File: src/rtl/sdd_pkg.sv
// sdd_pkg: shared types and constants for the subspace departure detector
// used by sdd_ctrl, sdd_dpath, sdd_checker and the top level; no dependencies
package sdd_pkg;

  localparam int SAMPLE_W    = 16;
  localparam int COEF_W      = 16;
  localparam int ROW_W       = 5;
  localparam int COL_W       = 2;
  localparam int DIST_W      = 31;
  localparam int IN_TDATA_W  = 40;
  localparam int OUT_TDATA_W = 40;
  localparam int CFG_AW      = 3;
  localparam int CFG_DW      = 32;
  localparam int ROUND_HALF  = 16384;

  localparam logic [DIST_W-1:0] DIST_MAX   = {DIST_W{1'b1}};
  localparam logic [DIST_W-1:0] THRESH_RST = DIST_W'(1073741824);

  // register index, taken from paddr above the byte offset
  localparam logic [CFG_AW-3:0] REG_THRESH = '0;

  localparam logic OP_SAMPLE = 1'b0;
  localparam logic OP_LOAD   = 1'b1;

  typedef enum logic [1:0] {
    MUL_MAC,
    MUL_OLD,
    MUL_NEW
  } mul_sel_t;

  typedef struct packed {
    logic     take;
    logic     load;
    logic     win_we;
    mul_sel_t mul_sel;
    logic     old_mask;
    logic     mac_v;
    logic     mac_mask;
    logic     mac_first;
    logic     mac_last;
    logic     mac_final;
    logic     en_sub;
    logic     en_add;
    logic     proj_clr;
    logic     diff;
    logic     div_init;
    logic     out_load;
    logic     full;
  } dp_cmd_t;

  typedef struct packed {
    logic proj_done;
  } dp_stat_t;

endpackage

File: src/rtl/sdd_ctrl.sv
// sdd_ctrl: sequencer for one item; window pointer, fill count, column and
// row counters and the result valid flag
// depends on sdd_pkg; commands sdd_dpath
module sdd_ctrl import sdd_pkg::*; #(
  parameter int WINDOW_LEN = 32,
  parameter int STAT_DIM   = 4,
  parameter int KB         = $clog2(WINDOW_LEN),
  parameter int DB         = (STAT_DIM > 1) ? $clog2(STAT_DIM) : 1
) (
  input  logic             clk,
  input  logic             rst_n,
  input  logic             in_valid,
  input  logic             in_op,
  output logic             in_ready,
  output logic             out_valid,
  input  logic             out_ready,
  output dp_cmd_t          cmd,
  input  dp_stat_t         stat,
  output logic [KB-1:0]    win_raddr,
  output logic [KB-1:0]    win_waddr,
  output logic [KB+DB-1:0] bas_raddr
);

  localparam int FB = $clog2(WINDOW_LEN + 1);
  localparam logic [KB-1:0] K_LAST = KB'(WINDOW_LEN - 1);
  localparam logic [DB-1:0] D_LAST = DB'(STAT_DIM - 1);
  localparam logic [FB-1:0] F_FULL = FB'(WINDOW_LEN);

  typedef enum logic [3:0] {
    S_IDLE,
    S_OLD_SQ,
    S_NEW_SQ,
    S_EN_ADD,
    S_MAC,
    S_DRAIN,
    S_DIFF,
    S_DIV_INIT,
    S_DONE
  } state_t;

  state_t        state_r;
  logic [KB-1:0] wp_r;
  logic [KB-1:0] rp_r;
  logic [KB-1:0] k_r;
  logic [DB-1:0] d_r;
  logic [FB-1:0] fill_r;
  logic          out_valid_r;

  logic          full_now;
  logic          out_free;
  logic [KB-1:0] wp_inc;
  logic [KB-1:0] rp_inc;

  assign full_now = (fill_r == F_FULL);
  assign out_free = !out_valid_r || out_ready;
  assign wp_inc   = (wp_r == K_LAST) ? '0 : wp_r + 1'b1;
  assign rp_inc   = (rp_r == K_LAST) ? '0 : rp_r + 1'b1;

  assign in_ready  = (state_r == S_IDLE);
  assign out_valid = out_valid_r;
  assign win_raddr = (state_r == S_MAC) ? rp_r : wp_r;
  assign win_waddr = wp_r;
  assign bas_raddr = {k_r, d_r};

  always_comb begin
    cmd = '0;
    unique case (state_r)
      S_IDLE: begin
        if (in_valid) begin
          cmd.load = (in_op == OP_LOAD);
          cmd.take = (in_op == OP_SAMPLE);
        end
      end
      S_OLD_SQ: begin
        cmd.win_we   = 1'b1;
        cmd.mul_sel  = MUL_OLD;
        cmd.old_mask = full_now;
      end
      S_NEW_SQ: begin
        cmd.en_sub  = 1'b1;
        cmd.mul_sel = MUL_NEW;
      end
      S_EN_ADD: begin
        cmd.en_add   = 1'b1;
        cmd.proj_clr = 1'b1;
      end
      S_MAC: begin
        cmd.mac_v     = 1'b1;
        // slots not yet filled since reset read as zero
        cmd.mac_mask  = ((FB+1)'(k_r) + (FB+1)'(fill_r)) >= (FB+1)'(WINDOW_LEN);
        cmd.mac_first = (k_r == '0);
        cmd.mac_last  = (k_r == K_LAST);
        cmd.mac_final = (k_r == K_LAST) && (d_r == D_LAST);
      end
      S_DRAIN: begin
      end
      S_DIFF: begin
        cmd.diff = 1'b1;
      end
      S_DIV_INIT: begin
        cmd.div_init = 1'b1;
      end
      S_DONE: begin
        cmd.out_load = out_free;
        cmd.full     = full_now;
      end
      default: begin
      end
    endcase
  end

  always_ff @(posedge clk) begin
    if (!rst_n) begin
      state_r     <= S_IDLE;
      wp_r        <= '0;
      rp_r        <= '0;
      k_r         <= '0;
      d_r         <= '0;
      fill_r      <= '0;
      out_valid_r <= 1'b0;
    end else begin
      if (cmd.out_load) begin
        out_valid_r <= 1'b1;
      end else if (out_ready) begin
        out_valid_r <= 1'b0;
      end
      unique case (state_r)
        S_IDLE: begin
          if (in_valid && (in_op == OP_SAMPLE)) begin
            state_r <= S_OLD_SQ;
          end
        end
        S_OLD_SQ: begin
          wp_r    <= wp_inc;
          fill_r  <= full_now ? fill_r : fill_r + 1'b1;
          state_r <= S_NEW_SQ;
        end
        S_NEW_SQ: begin
          state_r <= S_EN_ADD;
        end
        S_EN_ADD: begin
          k_r     <= '0;
          d_r     <= '0;
          rp_r    <= wp_r;
          state_r <= S_MAC;
        end
        S_MAC: begin
          if (k_r == K_LAST) begin
            k_r  <= '0;
            rp_r <= wp_r;
            if (d_r == D_LAST) begin
              state_r <= S_DRAIN;
            end else begin
              d_r <= d_r + 1'b1;
            end
          end else begin
            k_r  <= k_r + 1'b1;
            rp_r <= rp_inc;
          end
        end
        S_DRAIN: begin
          if (stat.proj_done) begin
            state_r <= S_DIFF;
          end
        end
        S_DIFF: begin
          state_r <= S_DIV_INIT;
        end
        S_DIV_INIT: begin
          state_r <= S_DONE;
        end
        S_DONE: begin
          if (out_free) begin
            state_r <= S_IDLE;
          end
        end
        default: begin
          state_r <= S_IDLE;
        end
      endcase
    end
  end

endmodule

File: config.mk
export PLATFORM = sky130hd
export DESIGN_NAME = sdd_ctrl
export DESIGN_NICKNAME = d
export VERILOG_FILES = /design/src/rtl/sdd_pkg.sv /design/src/rtl/sdd_ctrl.sv
export SDC_FILE = /design/constraint.sdc
export NUM_CORES = 1
export LEC_CHECK = 0
export BUFFER_PORTS_ARGS = -buffer_cell sky130_fd_sc_hd__buf_4
export CORE_MARGIN = 2
export CORE_UTILIZATION = 45
export DETAILED_ROUTE_END_ITERATION = 10
export PLACE_DENSITY = 0.75
export SLEW_MARGIN = 20
export SYNTH_ARGS = -nofsm -noshare
export SYNTH_HDL_FRONTEND = slang
export SYNTH_SLANG_ARGS = --single-unit
File: constraint.sdc
create_clock -name clk -period 2.05 [get_ports clk]
set_input_delay 0.3075 -clock clk [delete_from_list [all_inputs] [get_ports clk]]
set_output_delay 0.3075 -clock clk [all_outputs]
set_load 0.05 [all_outputs]
==> results.ini <==
[critical_path]
r2r_end=rp_r[2]
regToRegStartpoint=k_r[1]
critPathCaptureType=primary output
reg2reg_depth=6
criticalPathCategory=reg2out
critPathArrivalTime_ns=1.77
crit_fanout=4
r2r_slack_ns=0.20
cp.required_ns=1.74
startpoint_type=flip-flop

[global_route]
grt_max_degree=28
antenna_found_initial=0
overflow=0
grt_pass1_wl_microns=6870
grt_usage_pct=20.0
grt_pass1_vias=1504

[floorplanning]
core_sq_um=3940
fp.dieH_microns=67.4
initial_core_util_pct=45.8
chipWidth_microns=67.4
io_pins=43
rows=23
dieArea_sq_um=4540

[routing]
antenna_left=0
drtIter0Drc=66
vias=1692
viasPerCell=5.34
first_pass_iters=4
drc_errors=0
drt-wirelength-per-cell_microns=13.5
wl_microns=4270

[placement]
portBuffers=42
gp_congestion=0.771
pre_cts_ws_ns=0.147
hpwl_microns=2930

[timing]
period_needed_ns=2.07
fin_ws_ns=-0.0226
maxSlewViolCount=0
rsz0062_at_grt=yes
min_period_over_period_pct=101
holdWs_ns=0.348
finalClockSkew_ns=0.00931
max_slew.worst_pin.slew_ns=0.533
finalSetupViolCount=1
hold_violations=0
fmax_mhz=482
slew_headroom_pct=64.0

[yosys]
yosys-top-cells-area=dfxtp_1 31%, ha_1 10%, nand2_1 4.6%
synth_compound_area_share_pct=16.7
ys_seq_area_share_pct=31.0
netlist_area_sq_um=1810
synthXorXnorAreaFrac_pct=2.91
synth_simple_gate_area_share_pct=29.8
synth_edf_count=0
synth_common_cells=28 x dfxtp_1, 22 x nand2_1, 15 x ha_1
synth_ff_type=dfxtp_1
synth_top_area_share_pct=31.0
synthCells=210
syn_area_per_cell_sq_um=8.60
yosysMostFrequentCell=dfxtp_1
ys_warn_count=0
synthArstFlopShare_pct=0
synth_top_family_by_area=simple AND/OR/NAND/NOR gates
synthAdderAreaFrac_pct=11.5
synthMuxAreaShare_pct=3.12
yosys.area.top_type=dfxtp_1
synth_nets=232
ys_types=51
synth-seq-cells=28

[clocking]
cts-htree-levels=1
path_clk_slew_ns=0.10
clock-root-buffer=clkbuf_8
numCtsBuffers=3
cts_tree=built
postCtsHoldBufs=0
ctsLongestPathBuffers=2
clk_latency_ns=0.29
clock-sinks=28

[final_layout]
syn2layout_area_growth_pct=40.2
final_layout_size_suffix_gt1_share_pct=40.4
antenna_cells=0
finalNetCount=290
n_fill_cell=336
seq_area_sq_um=594
multi_input_area_sq_um=1250

[hold_path]
worstHoldStart=out_ready
hold_path.class=in2reg
min_path_cells=3
hold_end=out_valid

[power]
ir_worst_vdd_mv=0.357
leakage_nw=1.12
finalPower_mw=1.25
powerDensity_nw_per_um2=495

[outcome]
failed_checks=negative setup slack
outcome=finished, violations left

[job]
cap_violations=0

==> cell families after synthesis <==
group	Yosys count
flops	28
compound gates	45
mux	5
xor+xnor	6
fa+ha+maj	16
buf+inv	18
simple gates	92
==> worst max-delay path by stage <==
stage | to | cells past startpoint | start
after CTS | cmd[10] | 5 | fill_r[0]
final | cmd[10] | 5 | k_r[0]
after global placement | cmd[10] | 5 | k_r[0]
after detailed placement | rp_r[2] | 6 | k_r[0]
after floorplan | cmd[0] | 3 | state_r[0]
after global routing | cmd[10] | 5 | k_r[0]
==> state kept, by name (all words and copies together) (netlist names) <==
signal	count
rp_r	5
d_r	2
out_valid	1
fill_r	6
k_r	5
win_waddr	5
state_r	4
==> critical path, cell delays in order (launching register included) <==
cell and delay [ns]:
dfxtp_4 0.38, ha_4 0.16, fa_2 0.31, nand4b_1 0.17, o221a_2 0.30, buf_8 0.15
==> through the flow <==
stage	cell area, sq um	TNS, ns	std cells	utilization (%)
after floorplan	1840	-0.570	210	-
after global placement	2240	0	302	56.9
after detailed placement	2240	0	302	56.9
after CTS	2400	-0.0434	309	61.0
after global routing	2530	-0.237	317	64.3
final	2530	-0.0226	317	64.3
==> power breakdown <==
| group | internal, mW | switching, mW |
|---|---|---|
| logic | 0.0882 | 0.149 |
| clock network | 0.262 | 0.183 |
| registers | 0.551 | 0.0199 |
==> cell type report <==
class | count | share of cell area, %
inverters | 6 | 1.09
multi-input cells | 164 | 49.5
clock buffers | 3 | 1.63
flip-flops and latches | 28 | 23.5
well taps | 50 | 2.47
clock inverters | 1 | 1.19
repair buffers | 65 | 20.7
==> cells in the final DEF (no fill, tap or decap), types with 5 or more instances in the layout <==
cell type,n
a21boi_0,5
a21oi_1,7
a31oi_1,7
and2_1,6
and3_1,7
buf_4,56
buf_6,5
dfxtp_1,17
dfxtp_4,8
ha_1,11
mux2_2,5
nand2_1,22
nand2b_1,9
nand3b_1,5
nor2b_1,7
o21ai_0,8
xnor2_1,5
==> layer usage <==
metal | wire length (microns) | GRT usage (%) | vias to the layer above
met5 | 0 | 0 | -
met3 | 158 | 2.83 | 6
met2 | 2100 | 33.3 | 27
li1 | - | - | 866
met1 | 1950 | 25.8 | 793
met4 | 68 | 8.67 | 0
==> repair_timing <==
item / in CTS / in global routing
gates resized for setup: 20 / 22
pin swaps: 3 / 4
cloned: 0 / 1
setup endpoints to repair: 13 / 13
buffers inserted: 3 / 7
Power figures use the tool's default switching activity.
