--- config.mk ---
export PLATFORM = sky130hd
export DESIGN_NAME = sdd_dpath
export DESIGN_NICKNAME = d
export VERILOG_FILES = /design/src/rtl/sdd_pkg.sv /design/src/rtl/sdd_dpath.sv
export SDC_FILE = /design/constraint.sdc
export NUM_CORES = 2
export LEC_CHECK = 0
export BUFFER_PORTS_ARGS = -buffer_cell sky130_fd_sc_hd__buf_2
export CAP_MARGIN = 10
export CELL_PAD_IN_SITES_DETAIL_PLACEMENT = 0
export CELL_PAD_IN_SITES_GLOBAL_PLACEMENT = 1
export CORE_AREA = 2 2 736 445
export DETAILED_ROUTE_END_ITERATION = 8
export DIE_AREA = 0 0 738 447
export PLACE_DENSITY = 0.74
export SKIP_LAST_GASP = 1
export SYNTH_ARGS = -nofsm -noshare
export SYNTH_HDL_FRONTEND = slang
export SYNTH_SLANG_ARGS = --single-unit
--- constraint.sdc ---
create_clock -name clk -period 14 [get_ports clk]
set_input_delay 1.4 -clock clk [delete_from_list [all_inputs] [get_ports clk]]
set_output_delay 1.4 -clock clk [all_outputs]
set_load 0.01 [all_outputs]
--- src/rtl/sdd_pkg.sv ---
// sdd_pkg: shared types and constants for the subspace departure detector
// used by sdd_ctrl, sdd_dpath, sdd_checker and the top level; no dependencies
package sdd_pkg;

  localparam int SAMPLE_W    = 16;
  localparam int COEF_W      = 16;
  localparam int ROW_W       = 5;
  localparam int COL_W       = 2;
  localparam int DIST_W      = 31;
  localparam int IN_TDATA_W  = 40;
  localparam int OUT_TDATA_W = 40;
  localparam int CFG_AW      = 3;
  localparam int CFG_DW      = 32;
  localparam int ROUND_HALF  = 16384;

  localparam logic [DIST_W-1:0] DIST_MAX   = {DIST_W{1'b1}};
  localparam logic [DIST_W-1:0] THRESH_RST = DIST_W'(1073741824);

  // register index, taken from paddr above the byte offset
  localparam logic [CFG_AW-3:0] REG_THRESH = '0;

  localparam logic OP_SAMPLE = 1'b0;
  localparam logic OP_LOAD   = 1'b1;

  typedef enum logic [1:0] {
    MUL_MAC,
    MUL_OLD,
    MUL_NEW
  } mul_sel_t;

  typedef struct packed {
    logic     take;
    logic     load;
    logic     win_we;
    mul_sel_t mul_sel;
    logic     old_mask;
    logic     mac_v;
    logic     mac_mask;
    logic     mac_first;
    logic     mac_last;
    logic     mac_final;
    logic     en_sub;
    logic     en_add;
    logic     proj_clr;
    logic     diff;
    logic     div_init;
    logic     out_load;
    logic     full;
  } dp_cmd_t;

  typedef struct packed {
    logic proj_done;
  } dp_stat_t;

endpackage

--- src/rtl/sdd_dpath.sv ---
// sdd_dpath: window and basis memories, shared multiply-accumulate pipeline,
// energy bookkeeping, clamp and shift divide by the window length
// depends on sdd_pkg; driven by sdd_ctrl
module sdd_dpath import sdd_pkg::*; #(
  parameter int WINDOW_LEN = 32,
  parameter int STAT_DIM   = 4,
  parameter int KB         = $clog2(WINDOW_LEN),
  parameter int DB         = (STAT_DIM > 1) ? $clog2(STAT_DIM) : 1
) (
  input  logic                       clk,
  input  logic                       rst_n,
  input  dp_cmd_t                    cmd,
  output dp_stat_t                   stat,
  input  logic signed [SAMPLE_W-1:0] in_sample,
  input  logic [ROW_W-1:0]           in_basis_row,
  input  logic [COL_W-1:0]           in_basis_col,
  input  logic signed [COEF_W-1:0]   in_basis_value,
  input  logic [KB-1:0]              win_raddr,
  input  logic [KB-1:0]              win_waddr,
  input  logic [KB+DB-1:0]           bas_raddr,
  input  logic [DIST_W-1:0]          thresh,
  output logic [DIST_W-1:0]          out_distance,
  output logic                       out_alarm,
  output logic                       out_window_full
);

  localparam int EW = KB + 31;
  localparam int AW = KB + 32;
  localparam int CW = AW - 15;
  localparam int SB = $clog2(STAT_DIM + 1);
  localparam int PW = 2 * CW + SB;
  localparam int DW = ((EW > PW) ? EW : PW) + 1;
  localparam int BD = 1 << (KB + DB);
  localparam logic [DW-1:0] DIV_LIM = DW'(WINDOW_LEN) << DIST_W;

  logic signed [SAMPLE_W-1:0] win_mem [WINDOW_LEN];
  logic signed [COEF_W-1:0]   bas_mem [BD];

  logic signed [SAMPLE_W-1:0] sample_r;
  logic signed [SAMPLE_W-1:0] win_q_r;
  logic signed [COEF_W-1:0]   bas_q_r;
  logic signed [31:0]         prod_r;
  logic signed [AW-1:0]       acc_r;
  logic signed [CW-1:0]       coord_r;
  logic signed [2*CW-1:0]     sq_r;
  logic [PW-1:0]              proj_r;
  logic [EW-1:0]              energy_r;
  logic [DW-1:0]              diff_r;
  logic                       sat_r;
  logic [DIST_W-1:0]          quo_r;
  logic [DIST_W-1:0]          dist_r;
  logic                       alarm_r;
  logic                       full_r;

  // pipeline tags: p1 = memory read, p2 = product, p3 = accumulator,
  // c = rounded coordinate, s = squared coordinate
  logic p1_v_r, p1_mask_r, p1_first_r, p1_last_r, p1_final_r;
  logic p2_v_r, p2_first_r, p2_last_r, p2_final_r;
  logic p3_v_r, p3_last_r, p3_final_r;
  logic c_v_r, c_final_r;
  logic s_v_r, s_final_r;
  logic proj_done_r;

  logic                       bas_we;
  logic [KB+DB-1:0]           bas_waddr;
  logic signed [SAMPLE_W-1:0] mul_a;
  logic signed [SAMPLE_W-1:0] mul_b;
  logic signed [AW-1:0]       rnd;
  logic [DW-1:0]              dsub;
  logic [DIST_W-1:0]          dist_nxt;

  assign bas_we    = cmd.load && (32'(in_basis_row) < WINDOW_LEN)
                     && (32'(in_basis_col) < STAT_DIM);
  assign bas_waddr = {KB'(in_basis_row), DB'(in_basis_col)};

  always_ff @(posedge clk) begin
    if (cmd.win_we) begin
      win_mem[win_waddr] <= sample_r;
    end
    win_q_r <= win_mem[win_raddr];
  end

  always_ff @(posedge clk) begin
    if (bas_we) begin
      bas_mem[bas_waddr] <= in_basis_value;
    end
    bas_q_r <= bas_mem[bas_raddr];
  end

  always_comb begin
    unique case (cmd.mul_sel)
      MUL_OLD: begin
        mul_a = cmd.old_mask ? win_q_r : '0;
        mul_b = mul_a;
      end
      MUL_NEW: begin
        mul_a = sample_r;
        mul_b = sample_r;
      end
      default: begin
        mul_a = p1_mask_r ? win_q_r : '0;
        mul_b = bas_q_r;
      end
    endcase
  end

  assign rnd  = acc_r + AW'(ROUND_HALF);
  assign dsub = DW'(energy_r) - DW'(proj_r);

  assign dist_nxt = sat_r ? DIST_MAX : quo_r;

  // payload registers
  always_ff @(posedge clk) begin
    if (cmd.take) begin
      sample_r <= in_sample;
    end
    prod_r  <= mul_a * mul_b;
    coord_r <= $signed(rnd[AW-1:15]);
    sq_r    <= coord_r * coord_r;
    if (p2_v_r) begin
      acc_r <= p2_first_r ? AW'(prod_r) : acc_r + AW'(prod_r);
    end
    if (cmd.diff) begin
      diff_r <= dsub[DW-1] ? '0 : dsub;
    end
    if (cmd.div_init) begin
      // floor divide by the window length: drop the low KB bits
      sat_r <= (diff_r >= DIV_LIM);
      quo_r <= diff_r[KB +: DIST_W];
    end
    if (cmd.out_load) begin
      dist_r  <= dist_nxt;
      alarm_r <= (dist_nxt > thresh);
      full_r  <= cmd.full;
    end
  end

  always_ff @(posedge clk) begin
    if (!rst_n) begin
      energy_r    <= '0;
      proj_r      <= '0;
      p1_v_r      <= 1'b0;
      p1_mask_r   <= 1'b0;
      p1_first_r  <= 1'b0;
      p1_last_r   <= 1'b0;
      p1_final_r  <= 1'b0;
      p2_v_r      <= 1'b0;
      p2_first_r  <= 1'b0;
      p2_last_r   <= 1'b0;
      p2_final_r  <= 1'b0;
      p3_v_r      <= 1'b0;
      p3_last_r   <= 1'b0;
      p3_final_r  <= 1'b0;
      c_v_r       <= 1'b0;
      c_final_r   <= 1'b0;
      s_v_r       <= 1'b0;
      s_final_r   <= 1'b0;
      proj_done_r <= 1'b0;
    end else begin
      // the evicted sample is always part of the energy, so no underflow
      if (cmd.en_sub) begin
        energy_r <= energy_r - EW'(prod_r[30:0]);
      end else if (cmd.en_add) begin
        energy_r <= energy_r + EW'(prod_r[30:0]);
      end
      if (cmd.proj_clr) begin
        proj_r <= '0;
      end else if (s_v_r) begin
        proj_r <= proj_r + PW'(unsigned'(sq_r));
      end
      p1_v_r      <= cmd.mac_v;
      p1_mask_r   <= cmd.mac_mask;
      p1_first_r  <= cmd.mac_first;
      p1_last_r   <= cmd.mac_last;
      p1_final_r  <= cmd.mac_final;
      p2_v_r      <= p1_v_r;
      p2_first_r  <= p1_first_r;
      p2_last_r   <= p1_last_r;
      p2_final_r  <= p1_final_r;
      p3_v_r      <= p2_v_r;
      p3_last_r   <= p2_last_r;
      p3_final_r  <= p2_final_r;
      c_v_r       <= p3_v_r && p3_last_r;
      c_final_r   <= p3_final_r;
      s_v_r       <= c_v_r;
      s_final_r   <= c_final_r;
      proj_done_r <= s_v_r && s_final_r;
    end
  end

  assign stat.proj_done  = proj_done_r;
  assign out_distance    = dist_r;
  assign out_alarm       = alarm_r;
  assign out_window_full = full_r;

endmodule

==> summary.txt <==
Setup path
  • Crit path kind: in2reg
  • Arrival time reported for the critical path endpoint: between 9 and 10 ns
  • Biggest fanout along the worst timing path: 60
  • Setup crit start kind: primary input
  • Worst setup EP type: flip-flop
  • Highest-delay cell along the critical path: a21oi_1
  • Slowest cell delay on critical path: 0.88 ns
  • Required arrival time at the worst endpoint: about 15 ns

Synthesis
  • Synthesis warning total: 0
  • Unique cell type count in the Yosys netlist: 90
  • Portion of the post-synthesis area used by sequential elements: 59.6%
  • Top cells by area in the synthesized netlist: edfxtp_1 (56%), mux4_2 (13%), fa_1 (10%)
  • Register bit count reported by yosys: between 2000 and 3000
  • Async S/R FF share, synth: 0%
  • Top-area cell type share of the netlist area: between 50% and 60%
  • Post-synthesis area per instance: between 15 and 20 um2
  • Post-synth EDFFs: between 2000 and 3000
  • Cell count after synthesis: just under 9000
  • Most used flip-flop cell after synthesis: edfxtp_1
  • Total standard cell area after synthesis: 145000 um2
  • Leading area contributor after synthesis: edfxtp_1

Timing
  • Hold violation total from the final report: 0
  • Final Setup Violations: 0
  • Max frequency: between 100 and 150 MHz
  • Final period demand of the worst path: between 9 and 10 ns
  • Setup repair after global routing missed its margin: false
  • Layout Skew: 0.0874 ns
  • Transition at the pin with the smallest max-transition slack: approximately 1.3 ns
  • Setup total negative slack: 0 ns
  • Worst relative slew slack: ~16%
  • Final count of pins violating max slew: 0
  • Ratio of final minimum period to clock period: roughly 66%

Placed design
  • Detailed Place HPWL: about 250 mm
  • Input/output buffers: 140
  • GP Congestion: about 0.87

Routing
  • Detailed-route wire length: 370 mm
  • Iteration count of the initial detailed-routing pass: 5
  • Vias: between 70000 and 80000
  • Number of remaining DRC errors: 0
  • Via density per instance: approximately 5.7
  • Starting DRT DRC Count: ~10000
  • Per-cell routed wire length: approximately 27 um
  • Remaining antenna violation count after routing: 0

Finish
  • Proportion of layout cells with a drive suffix above 1: 18.4%
  • Area of the multi-input gates: approximately 53000 um2
  • Number of nets in the final layout: 10472
  • Fraction of the core area covered by cells at the end of the flow: between 40% and 50%
  • Register cell area after layout: between 80000 and 90000 um2
  • Area delta synth->final: 11.1%
  • Filler instances: 26532

Floorplan
  • Width of the die: between 700 and 800 um
  • Area of the placeable core: around 320000 um2
  • Starting density of the core: between 40 and 50%
  • I/O pin cnt: ~140
  • Placement Rows: around 160
  • Area enclosed by the die boundary: approximately 330000 um2
  • Die height: 447 um

Global routing
  • Aggregate global routing overflow: 0
  • Gr usage total: a little under a quarter
  • Antenna violations before repair: 40
  • Wire length of the first global-routing pass: around 550 mm
  • Pin count of the biggest net entering global routing: around 110
  • Via count of the first global-routing pass: between 70000 and 80000

Clock network
  • Setup repair bufs after CTS: 0
  • CTS sink count: 2949
  • Post_cts resized: 0
  • Clock insertion delay at the later pin of the skew report: ~0.90 ns
  • Clock transition at the registers of the reported paths: about 0.06 ns
  • Clock tree root buffer cell: clkbuf_16
  • Clock tree buffer depth: 4
  • H-tree levels: 5
  • CTS Hold Buffers Added: 0
  • Number of buffers created by CTS: 290
  • CTS tree: done

Flow run
  • Max capacitance violation total: 0

Run status
  • Run status: finished, final reports clean

Min path
  • Class of the tightest hold or removal check: reg2reg
==> cell families (layout without fill, tap and decap cells) <==
| group | count (synthesis) | in the layout | share of synthesized area (%) |
|---|---|---|---|
| compound gates | 778 | 778 | 3.48 |
| xor+xnor | 251 | 251 | 1.52 |
| fa+ha+maj | 1131 | 1131 | 13.5 |
| buf+inv | 1358 | 1912 | 3.57 |
| flops | 2949 | 2949 | 59.6 |
| mux | 902 | 902 | 13.5 |
| other cells | 1 | 10 | 0.00259 |
| simple gates | 1522 | 1522 | 4.80 |
==> path summary, 6_finish.rpt <==
path	cells past startpoint	slack, ns	to	start
worst min-delay path	0	0.42	quo_r[25]	diff_r[30]
worst min register to register	0	0.42	quo_r[25]	diff_r[30]
worst max register to register	25	5.57	sq_r[43]	coord_r[6]
worst max-delay path	29	4.77	prod_r[31]	cmd[13]
==> cell type report <==
class | instances | area share [%]
Antenna cell | 5 | 0.00779
Clock buffer | 367 | 4.76
Clock inverter | 141 | 0.913
Inverter | 1019 | 2.38
Multi-Input combinational cell | 4589 | 33.2
Sequential cell | 2949 | 53.7
Tap cell | 4346 | 3.38
Timing Repair Buffer | 385 | 1.65
==> per-layer routing <==
| metal | vias up | GRT usage (%) | share of wire (%) |
|---|---|---|---|
| met4 | 6 | 4.14 | 1.8 |
| met3 | 424 | 5.66 | 12 |
| met1 | 41256 | 37.9 | 47 |
| met5 | - | 0 | 0.010 |
| li1 | 33537 | - | - |
| met2 | 3805 | 29.4 | 39 |
==> worst max-delay path, delay by kind of cell <==
family / cells / cell delay [ns]
AO/OA/AOI/OAI: 10 / 2.95
AND/OR/NAND/NOR: 3 / 0.58
buffers and inverters: 8 / 1.00
adder cells (fa/ha/maj): 8 / 3.98
==> per-stage QoR <==
| stage | instances | hold slack (ns) | setup slack [ns] | instance area, um2 |
|---|---|---|---|---|
| floorplan | 8896 | 0.392 | 5.66 | 145000 |
| global placement | 13287 | 0.403 | 3.97 | 152000 |
| detailed placement | 13288 | 0.407 | 4.02 | 152000 |
| CTS | 13796 | 0.418 | 4.91 | 161000 |
| global route | 13796 | 0.426 | 4.30 | 161000 |
| finish | 13801 | 0.418 | 4.77 | 161000 |
==> registers in the layout, indices dropped and copies added, names as in the netlist, 16 cells and up <==
name and cells:
bas_mem 2048, win_mem 512, proj_r 47, sq_r 43
diff_r 42, acc_r 37, energy_r 36, prod_r 32
out_distance 31, quo_r 31, coord_r 22, bas_q_r 16
sample_r 16, win_q_r 16
==> synthesized netlist by cell type (9+ instances only) <==
cell      number
a21oi_1      264
inv_1       1018
xor2_1        67
buf_1         39
mux2_2        36
and3_1        27
and2_1       116
ha_1         405
a221oi_1      21
a211oi_1      22
mux4_2       832
buf_2         54
clkbuf_1     245
nand3_1       91
nor3_1        53
or2_2         38
a211o_1        9
o21ai_0      103
o31ai_1       14
nand2_1      482
o21a_1        39
edfxtp_1    2720
o211ai_1      13
fa_1         726
nor2_1       518
nor4_1        15
xnor2_1      184
nand2b_1      40
dfxtp_1      229
a21o_1       140
o21bai_1      25
nand4_1       30
o21ai_1       34
or3_1         16
nor2b_1       49
a31oi_1       18
nand3b_1       9
mux2i_1       34
==> layout by cell type (no fill, tap or decap), types with 39 or more instances in the layout <==
master        n
xor2_1       67
nor2_1      493
edfxtp_1   2720
o21a_1       39
clkinv_1     52
clkbuf_1     68
nand3_1      89
dfxtp_1     226
a21oi_1     263
nand2_1     481
and2_1      116
nor3_1       51
inv_1      1018
o21ai_0     103
nor2b_1      49
fa_1        726
ha_1        404
buf_4       260
a21o_1      140
mux4_2      832
buf_2       118
xnor2_1     184
clkbuf_16   293
nand2b_1     39
Power is left out: the tool's default activity adds up to more than one toggle a clock period on the data nets, which glitch-free logic cannot reach.
